<file path="config.mk">
export PLATFORM = sky130hd
export DESIGN_NAME = spi_adc_conversion_sequencer_unit_flat
export DESIGN_NICKNAME = d
export VERILOG_FILES = /design/src/design/sacs_pkg.sv /design/src/design/sacs_ifs.sv /design/src/design/spi_adc_conversion_sequencer_unit.sv /design/src/flat_wrapper.sv
export SDC_FILE = /design/constraint.sdc
export NUM_CORES = 1
export LEC_CHECK = 0
export BUFFER_PORTS_ARGS = -buffer_cell sky130_fd_sc_hd__buf_2
export CAP_MARGIN = 20
export CORE_AREA = 2 2 77 134
export DETAILED_ROUTE_END_ITERATION = 6
export DIE_AREA = 0 0 79 136
export SLEW_MARGIN = 20
export SYNTH_ARGS = -nofsm -noshare
export SYNTH_HDL_FRONTEND = slang
export SYNTH_SLANG_ARGS = --single-unit
</file>
<file path="constraint.sdc">
create_clock -name clk -period 4 [get_ports clk]
set_input_delay 0.2 -clock clk [delete_from_list [all_inputs] [get_ports clk]]
set_output_delay 0.2 -clock clk [all_outputs]
set_load 0.03 [all_outputs]
</file>
<file path="src/design/sacs_pkg.sv">
// ----------------------------------------------------------------------------
// sacs_pkg
// Types and constants shared by the SPI ADC conversion sequencer.
// ----------------------------------------------------------------------------
package sacs_pkg;

    typedef enum logic [1:0] {
        PH_IDLE = 2'd0,
        PH_SEND = 2'd1,
        PH_WAIT = 2'd2,
        PH_RECV = 2'd3
    } phase_t;

    localparam logic [7:0]  CMD_BASE       = 8'b1000_0100;
    localparam int          FRAME_BITS     = 16;
    localparam int          BIT_CNT_W      = 5;
    localparam int          WORD_W         = 16;
    localparam logic [15:0] WAIT_RESET     = 16'd4;

    typedef logic [BIT_CNT_W-1:0] bit_cnt_t;
    typedef logic [WORD_W-1:0]    word_t;

    // Command byte: bit 6 carries the channel's low bit, bits 5..4 its upper bits.
    function automatic logic [7:0] cmd_byte(input logic [2:0] ch);
        logic [7:0] c;
        c = CMD_BASE;
        c[6] = ch[0];
        c[5:4] = ch[2:1];
        return c;
    endfunction

endpackage

</file>
<file path="src/design/sacs_ifs.sv">
// ----------------------------------------------------------------------------
// sacs channel interfaces
// Tick input, result output and register write channels.
// ----------------------------------------------------------------------------
interface sacs_tick_if;
    logic       valid;
    logic       ready;
    logic       start_req;
    logic [2:0] channel;
    logic       miso_level;

    modport source (output valid, output start_req, output channel, output miso_level,
                    input ready);
    modport sink   (input valid, input start_req, input channel, input miso_level,
                    output ready);
endinterface

interface sacs_result_if;
    logic        valid;
    logic        ready;
    logic        cs_n;
    logic        sclk;
    logic        mosi;
    logic        busy_res;
    logic        done_res;
    logic [15:0] sample;

    modport source (output valid, output cs_n, output sclk, output mosi,
                    output busy_res, output done_res, output sample, input ready);
    modport sink   (input valid, input cs_n, input sclk, input mosi,
                    input busy_res, input done_res, input sample, output ready);
endinterface

interface sacs_cfg_if;
    logic        valid;
    logic        ready;
    logic [15:0] data;

    modport source (output valid, output data, input ready);
    modport sink   (input valid, input data, output ready);
endinterface

</file>
<file path="src/design/spi_adc_conversion_sequencer_unit.sv">
// ----------------------------------------------------------------------------
// spi_adc_conversion_sequencer_unit
// Pin-level SPI master that reads one channel of an eight-channel ADC.
// ----------------------------------------------------------------------------
// Each tick word is one half period of the serial clock and yields exactly one
// result word holding the pin levels after that tick. A start while idle sends
// the command byte and a zero byte with chip select low, holds chip select high
// for conversion_wait_ticks ticks (at least one), then clocks in 16 bits MSB
// first and flags the sample with done_res. A tick word is taken every cycle:
// the sequencer state updates in one pass of logic and the result lands in an
// output register, so the block stalls only while that register is full and
// its word is not taken. The wait count is loaded from the register at the end
// of each command frame.
module spi_adc_conversion_sequencer_unit (
    input  logic           clk,
    input  logic           rst_n,
    sacs_tick_if.sink      tick,
    sacs_result_if.source  result,
    sacs_cfg_if.sink       cfg
);

    // sequencer state
    sacs_pkg::phase_t   phase_reg, phase_next;
    sacs_pkg::bit_cnt_t bit_cnt_reg, bit_cnt_next;
    logic               sclk_reg, sclk_next;
    logic               cs_reg, cs_next;
    logic               mosi_reg, mosi_next;
    logic [15:0]        cmd_reg, cmd_next;
    logic [15:0]        rx_reg, rx_next;
    logic [15:0]        wait_reg, wait_next;
    logic [15:0]        wait_ticks_reg;

    // result register
    logic               res_valid_reg;
    logic               res_cs_reg, res_sclk_reg, res_mosi_reg;
    logic               res_busy_reg, res_done_reg;
    logic [15:0]        res_sample_reg;

    logic               tick_acc;
    logic               done_next;
    sacs_pkg::bit_cnt_t bit_cnt_inc;
    logic [15:0]        wait_dec;
    logic               frame_end;

    assign tick.ready  = !res_valid_reg || result.ready;
    assign tick_acc    = tick.valid && tick.ready;
    assign cfg.ready   = 1'b1;

    assign bit_cnt_inc = bit_cnt_reg + sacs_pkg::bit_cnt_t'(1);
    assign frame_end   = bit_cnt_inc >= sacs_pkg::bit_cnt_t'(sacs_pkg::FRAME_BITS);
    assign wait_dec    = (wait_reg != 16'd0) ? wait_reg - 16'd1 : wait_reg;

    // next phase
    always_comb
    begin
        phase_next = phase_reg;
        unique case (phase_reg)
            sacs_pkg::PH_IDLE:
            begin
                if (tick.start_req)
                begin
                    phase_next = sacs_pkg::PH_SEND;
                end
            end
            sacs_pkg::PH_SEND:
            begin
                if (sclk_reg && frame_end)
                begin
                    phase_next = sacs_pkg::PH_WAIT;
                end
            end
            sacs_pkg::PH_WAIT:
            begin
                if (wait_dec == 16'd0)
                begin
                    phase_next = sacs_pkg::PH_RECV;
                end
            end
            sacs_pkg::PH_RECV:
            begin
                if (sclk_reg && frame_end)
                begin
                    phase_next = sacs_pkg::PH_IDLE;
                end
            end
            default:
            begin
                phase_next = sacs_pkg::PH_IDLE;
            end
        endcase
    end

    // pin levels and shift registers
    always_comb
    begin
        bit_cnt_next = bit_cnt_reg;
        sclk_next    = sclk_reg;
        cs_next      = cs_reg;
        mosi_next    = mosi_reg;
        cmd_next     = cmd_reg;
        rx_next      = rx_reg;
        wait_next    = wait_reg;
        done_next    = 1'b0;
        unique case (phase_reg)
            sacs_pkg::PH_IDLE:
            begin
                if (tick.start_req)
                begin
                    cmd_next     = {sacs_pkg::cmd_byte(tick.channel), 8'h00};
                    mosi_next    = cmd_next[15];
                    cs_next      = 1'b0;
                    sclk_next    = 1'b0;
                    bit_cnt_next = '0;
                    rx_next      = '0;
                end
            end
            sacs_pkg::PH_SEND:
            begin
                if (!sclk_reg)
                begin
                    sclk_next = 1'b1;
                end
                else
                begin
                    sclk_next    = 1'b0;
                    bit_cnt_next = bit_cnt_inc;
                    if (frame_end)
                    begin
                        cs_next   = 1'b1;
                        wait_next = wait_ticks_reg;
                    end
                    else
                    begin
                        cmd_next  = {cmd_reg[14:0], 1'b0};
                        mosi_next = cmd_reg[14];
                    end
                end
            end
            sacs_pkg::PH_WAIT:
            begin
                wait_next = wait_dec;
                if (wait_dec == 16'd0)
                begin
                    cs_next      = 1'b0;
                    sclk_next    = 1'b0;
                    bit_cnt_next = '0;
                    rx_next      = '0;
                end
            end
            sacs_pkg::PH_RECV:
            begin
                if (!sclk_reg)
                begin
                    sclk_next = 1'b1;
                end
                else
                begin
                    rx_next      = {rx_reg[14:0], tick.miso_level};
                    sclk_next    = 1'b0;
                    bit_cnt_next = bit_cnt_inc;
                    if (frame_end)
                    begin
                        cs_next   = 1'b1;
                        done_next = 1'b1;
                    end
                end
            end
            default:
            begin
                bit_cnt_next = bit_cnt_reg;
            end
        endcase
    end

    always_ff @(posedge clk or negedge rst_n)
    begin
        if (!rst_n)
        begin
            phase_reg      <= sacs_pkg::PH_IDLE;
            bit_cnt_reg    <= '0;
            sclk_reg       <= 1'b0;
            cs_reg         <= 1'b1;
            mosi_reg       <= 1'b1;
            cmd_reg        <= '0;
            rx_reg         <= '0;
            wait_reg       <= '0;
            wait_ticks_reg <= sacs_pkg::WAIT_RESET;
            res_valid_reg  <= 1'b0;
        end
        else
        begin
            if (cfg.valid)
            begin
                wait_ticks_reg <= cfg.data;
            end
            if (tick_acc)
            begin
                phase_reg     <= phase_next;
                bit_cnt_reg   <= bit_cnt_next;
                sclk_reg      <= sclk_next;
                cs_reg        <= cs_next;
                mosi_reg      <= mosi_next;
                cmd_reg       <= cmd_next;
                rx_reg        <= rx_next;
                wait_reg      <= wait_next;
                res_valid_reg <= 1'b1;
            end
            else if (result.ready)
            begin
                res_valid_reg <= 1'b0;
            end
        end
    end

    // result payload, loaded with the post-tick pin levels
    always_ff @(posedge clk)
    begin
        if (tick_acc)
        begin
            res_cs_reg     <= cs_next;
            res_sclk_reg   <= sclk_next;
            res_mosi_reg   <= mosi_next;
            res_busy_reg   <= phase_next != sacs_pkg::PH_IDLE;
            res_done_reg   <= done_next;
            res_sample_reg <= done_next ? rx_next : 16'd0;
        end
    end

    assign result.valid    = res_valid_reg;
    assign result.cs_n     = res_cs_reg;
    assign result.sclk     = res_sclk_reg;
    assign result.mosi     = res_mosi_reg;
    assign result.busy_res = res_busy_reg;
    assign result.done_res = res_done_reg;
    assign result.sample   = res_sample_reg;

`ifndef SYNTHESIS
    a_done_deselects: assert property (@(posedge clk) disable iff (!rst_n)
        (res_valid_reg && res_done_reg) |-> (res_cs_reg && !res_busy_reg))
        else $error("done word without chip select released");

    a_wait_cs_high: assert property (@(posedge clk) disable iff (!rst_n)
        (phase_reg == sacs_pkg::PH_WAIT) |-> cs_reg)
        else $error("chip select low during conversion wait");

    a_bit_cnt_range: assert property (@(posedge clk) disable iff (!rst_n)
        bit_cnt_reg <= sacs_pkg::bit_cnt_t'(sacs_pkg::FRAME_BITS))
        else $error("bit counter beyond frame length");

    a_start_sends: assert property (@(posedge clk) disable iff (!rst_n)
        (tick_acc && phase_reg == sacs_pkg::PH_IDLE && tick.start_req)
        |=> (phase_reg == sacs_pkg::PH_SEND && !cs_reg))
        else $error("start from idle did not open command frame");

    a_sample_only_on_done: assert property (@(posedge clk) disable iff (!rst_n)
        (res_valid_reg && !res_done_reg) |-> (res_sample_reg == 16'd0))
        else $error("sample word nonzero without done");
`endif

endmodule
</file>
<file path="src/flat_wrapper.sv">
// flat-port wrapper written by rule: the top's interface ports become plain ports
module spi_adc_conversion_sequencer_unit_flat 
  (clk, rst_n, tick_valid, tick_start_req, tick_channel, tick_miso_level, tick_ready, result_valid, result_cs_n, result_sclk, result_mosi, result_busy_res, result_done_res, result_sample, result_ready, cfg_valid, cfg_data, cfg_ready);
  sacs_tick_if tick_i ();
  sacs_result_if result_i ();
  sacs_cfg_if cfg_i ();
  input  logic clk;
  input  logic rst_n;
  input wire logic [$bits(tick_i.valid)-1:0] tick_valid;
  input wire logic [$bits(tick_i.start_req)-1:0] tick_start_req;
  input wire logic [$bits(tick_i.channel)-1:0] tick_channel;
  input wire logic [$bits(tick_i.miso_level)-1:0] tick_miso_level;
  output wire logic [$bits(tick_i.ready)-1:0] tick_ready;
  output wire logic [$bits(result_i.valid)-1:0] result_valid;
  output wire logic [$bits(result_i.cs_n)-1:0] result_cs_n;
  output wire logic [$bits(result_i.sclk)-1:0] result_sclk;
  output wire logic [$bits(result_i.mosi)-1:0] result_mosi;
  output wire logic [$bits(result_i.busy_res)-1:0] result_busy_res;
  output wire logic [$bits(result_i.done_res)-1:0] result_done_res;
  output wire logic [$bits(result_i.sample)-1:0] result_sample;
  input wire logic [$bits(result_i.ready)-1:0] result_ready;
  input wire logic [$bits(cfg_i.valid)-1:0] cfg_valid;
  input wire logic [$bits(cfg_i.data)-1:0] cfg_data;
  output wire logic [$bits(cfg_i.ready)-1:0] cfg_ready;
  assign tick_i.valid = tick_valid;
  assign tick_i.start_req = tick_start_req;
  assign tick_i.channel = tick_channel;
  assign tick_i.miso_level = tick_miso_level;
  assign tick_ready = tick_i.ready;
  assign result_valid = result_i.valid;
  assign result_cs_n = result_i.cs_n;
  assign result_sclk = result_i.sclk;
  assign result_mosi = result_i.mosi;
  assign result_busy_res = result_i.busy_res;
  assign result_done_res = result_i.done_res;
  assign result_sample = result_i.sample;
  assign result_i.ready = result_ready;
  assign cfg_i.valid = cfg_valid;
  assign cfg_i.data = cfg_data;
  assign cfg_ready = cfg_i.ready;
  spi_adc_conversion_sequencer_unit u_core (.clk(clk), .rst_n(rst_n), .tick(tick_i), .result(result_i), .cfg(cfg_i));
endmodule
</file>
==> metrics.yaml <==
grt_pass1_wl_um: 16200
yosysSeqAreaShare_pct: 52.5
yosysTopAreaCellShare_pct: 35.8
yosys_warnings: 0
cts_root_buffer: "clkbuf_16"
synth_edf_count: 21
clock_latency_ps: 340
io_buffers: 48
synth_flop_cell: "dfrtp_1"
netlist_instances: 389
rows: 48
synthToLayoutAreaGrowth_pct: 14.7
async_flop_share_pct: 75.3
internal-power_mw: 1.82
p_switching_mw: 1.07
setup_viol: 0
drtPass1Iterations: 4
finish.utilization_pct: 50.2
p_clk_share_pct: 27.5
p_seq_share_pct: 43.6
grt_use_total_pct: 19.6
numCtsBuffers: 9
diodes: 0
crit_type: "reg -> reg"
wl_um: 9850
period_share_pct: 88.2
max_cap_violations: 0
cellPowerDensity_mw_per_mm2: 591
syn_nets: 421
avgSynthCellArea_um2: 11.0
hold_class: "in -> reg"
yosys.area.top_type: "dfrtp_1"
p_comb_share_pct: 28.9
ys_seq_elements: 85
dieHeight_um: 136
finalNetCount: 462
n_fill_cell: 927
drt-initial-drc-count: 189
slew_violations: 0
die_x_um: 79
status: "finished clean"
critPathLaunchType: "flip-flop"
boundaryPins: 50
cts.clk_slew.worst_paths_ps: 60
worstPathArrival_ps: 3630
cts_sinks: 85
core_area_mm2: 0.00973
htreeDepth: 3
cts_max_path_buffers: 2
gp_congestion: 0.876
postRouteAntennaNets: 0
vias: 3250
min_period_ps: 3530
hold_viol_final: 0
post_cts_resized: 0
yosysUniqueCellTypes: 60
die_area_mm2: 0.0107
vias_per_cell: 5.80
grt_start_max_net_pins: 48
p_leak_nw: 1.99
tns_ps: 0
antenna_found_initial: 0
grt_pass1_vias: 3297
worstPathRequired_ps: 4100
rsz0062_at_grt: "no"
critPathCaptureType: "flip-flop"
switching_share_pct: 36.9
wire_per_inst_um: 17.6
synthTopCellsByArea: "dfrtp_1 (36%), edfxtp_1 (15%), a22o_1 (6.6%), mux2_2 (4.5%), o22a_1 (3.1%)"
critPathMaxFanout: 16
start_util_pct: 43.8
worst_pin_slew_ps: 1020
cts_tree: "yes"
place_hpwl_um: 7160
drive_gt1_share_pct: 23.2
slew_headroom_pct: 31.8
drc_errors: 0
grt_overflow: 0
synthesis.area_mm2: 0.00426
ir_worst_vdd_mv: 0.325
finClkSkew_ps: 5.77
fmax_ghz: 0.283
worst paths after layout:
| kind | from | end | slack, ps | cells past startpoint |
|---|---|---|---|---|
| setup / recovery | u_core.wait_reg[7] | u_core.result.sample[12] | 470 | 7 |
| hold / removal | tick_valid | u_core.result.valid | 60 | 2 |
| setup reg to reg | u_core.wait_reg[7] | u_core.result.sample[12] | 470 | 7 |
| hold reg to reg | u_core.cmd_reg[14] | u_core.cmd_reg[14] | 490 | 2 |
| max in group asynchronous | rst_n | u_core.cs_reg | 2580 | 3 |
| min in group asynchronous | rst_n | u_core.wait_ticks_reg[0] | 500 | 2 |
cell families (layout without fill, tap and decap cells):
kind of cell    count (synthesis)  in the layout  synth area share, %
mux                            27             27                 6.87
buf+inv                        39             85                 3.93
xor+xnor                        2              2                0.411
flops                          85             85                 52.5
simple gates                  108            108                 13.1
compound gates                121            121                 21.4
other cells                     1              1               0.0880
fa+ha+maj                       6              6                 1.76
cell type report:
cell class / count / area (µm²) / share of cell area [%]
clock buffer: 10 / 239 / 4.89
clock inverter: 6 / 45.0 / 0.921
inverter: 15 / 56.3 / 1.15
multi-input combinational: 265 / 1870 / 38.2
sequential: 85 / 2240 / 45.7
tap: 125 / 156 / 3.20
timing repair buffer: 54 / 288 / 5.89
power groups by stage:
| stage | Sequential [mW] | Combinational (mW) | Clock (mW) |
|---|---|---|---|
| global route | 1.29 | 0.935 | 0.850 |
| finish | 1.26 | 0.834 | 0.794 |
| detailed placement | 1.27 | 0.834 | 0 |
| floorplan | 1.22 | 0.657 | 0 |
| CTS | 1.26 | 0.838 | 0.814 |
| global placement | 1.27 | 0.809 | 0 |
routing by layer:
layer  global-route usage [%]  up-vias  share of wire (%)
li1                         -     1554                  -
met1                     21.3     1605                 37
met2                     35.7       68                 56
met3                     3.98       23                3.1
met4                     9.58        0                3.3
met5                        0        -                  0
cell usage after synthesis (all sizes together) (2+ instances only):
library cell and number:
clkbuf 16, a31oi 9, nor3b 4, nand4 3
buf 8, mux2 18, o21ai 18, xnor2 2
or2 2, o22ai 4, dfrtp 61, o31a 2
o32ai 2, nand3 7, or4 6, o31ai 2
or3 3, edfxtp 21, a2111oi 2, a21oi 22
nand2 29, nor2 26, mux2i 9, inv 15
nand2b 7, o22a 15, a22o 32, o41ai 2
dfstp 3, nor3 8, nor4 7, ha 6
critical path, cell delays in order, from the launching register on:
cell,delay (ps)
dfrtp_1,430
or4_1,640
nand4b_1,540
nand3_1,350
xnor2_1,140
o41ai_4,550
a21boi_2,310
a22o_1,310
what timing repair did:
item	in CTS	in global routing
endpoints found under the hold margin	23	0
hold buffers	1	0
buffers inserted	0	0
layout by cell type, fill, tap and decap left out, drive strengths merged, types with 4 or more instances in the layout:
cell type and n:
nand2 29, o22a 15, nand2b 7, o22ai 4
mux2i 9, or4 6, ha 6, clkbuf 10
inv 18, mux2 18, buf 53, a21oi 22
nor3b 4, edfxtp 21, dfrtp 61, nor2 26
a22o 32, o21ai 18, a31oi 9, nor3 8
nor4 7, nand3 7
metrics by stage:
step	cells	hold slack (ps)	power, mW	area, µm²	setup WS [ps]
after global routing	560	74.7	3.07	4890	199
final	560	57.6	2.89	4890	472
after detailed placement	543	364	2.11	4590	492
after floorplan	389	-95.6	1.88	4260	800
after global placement	543	355	2.08	4590	608
after CTS	560	47.8	2.91	4890	483
(Power assumes the default switching activity.)
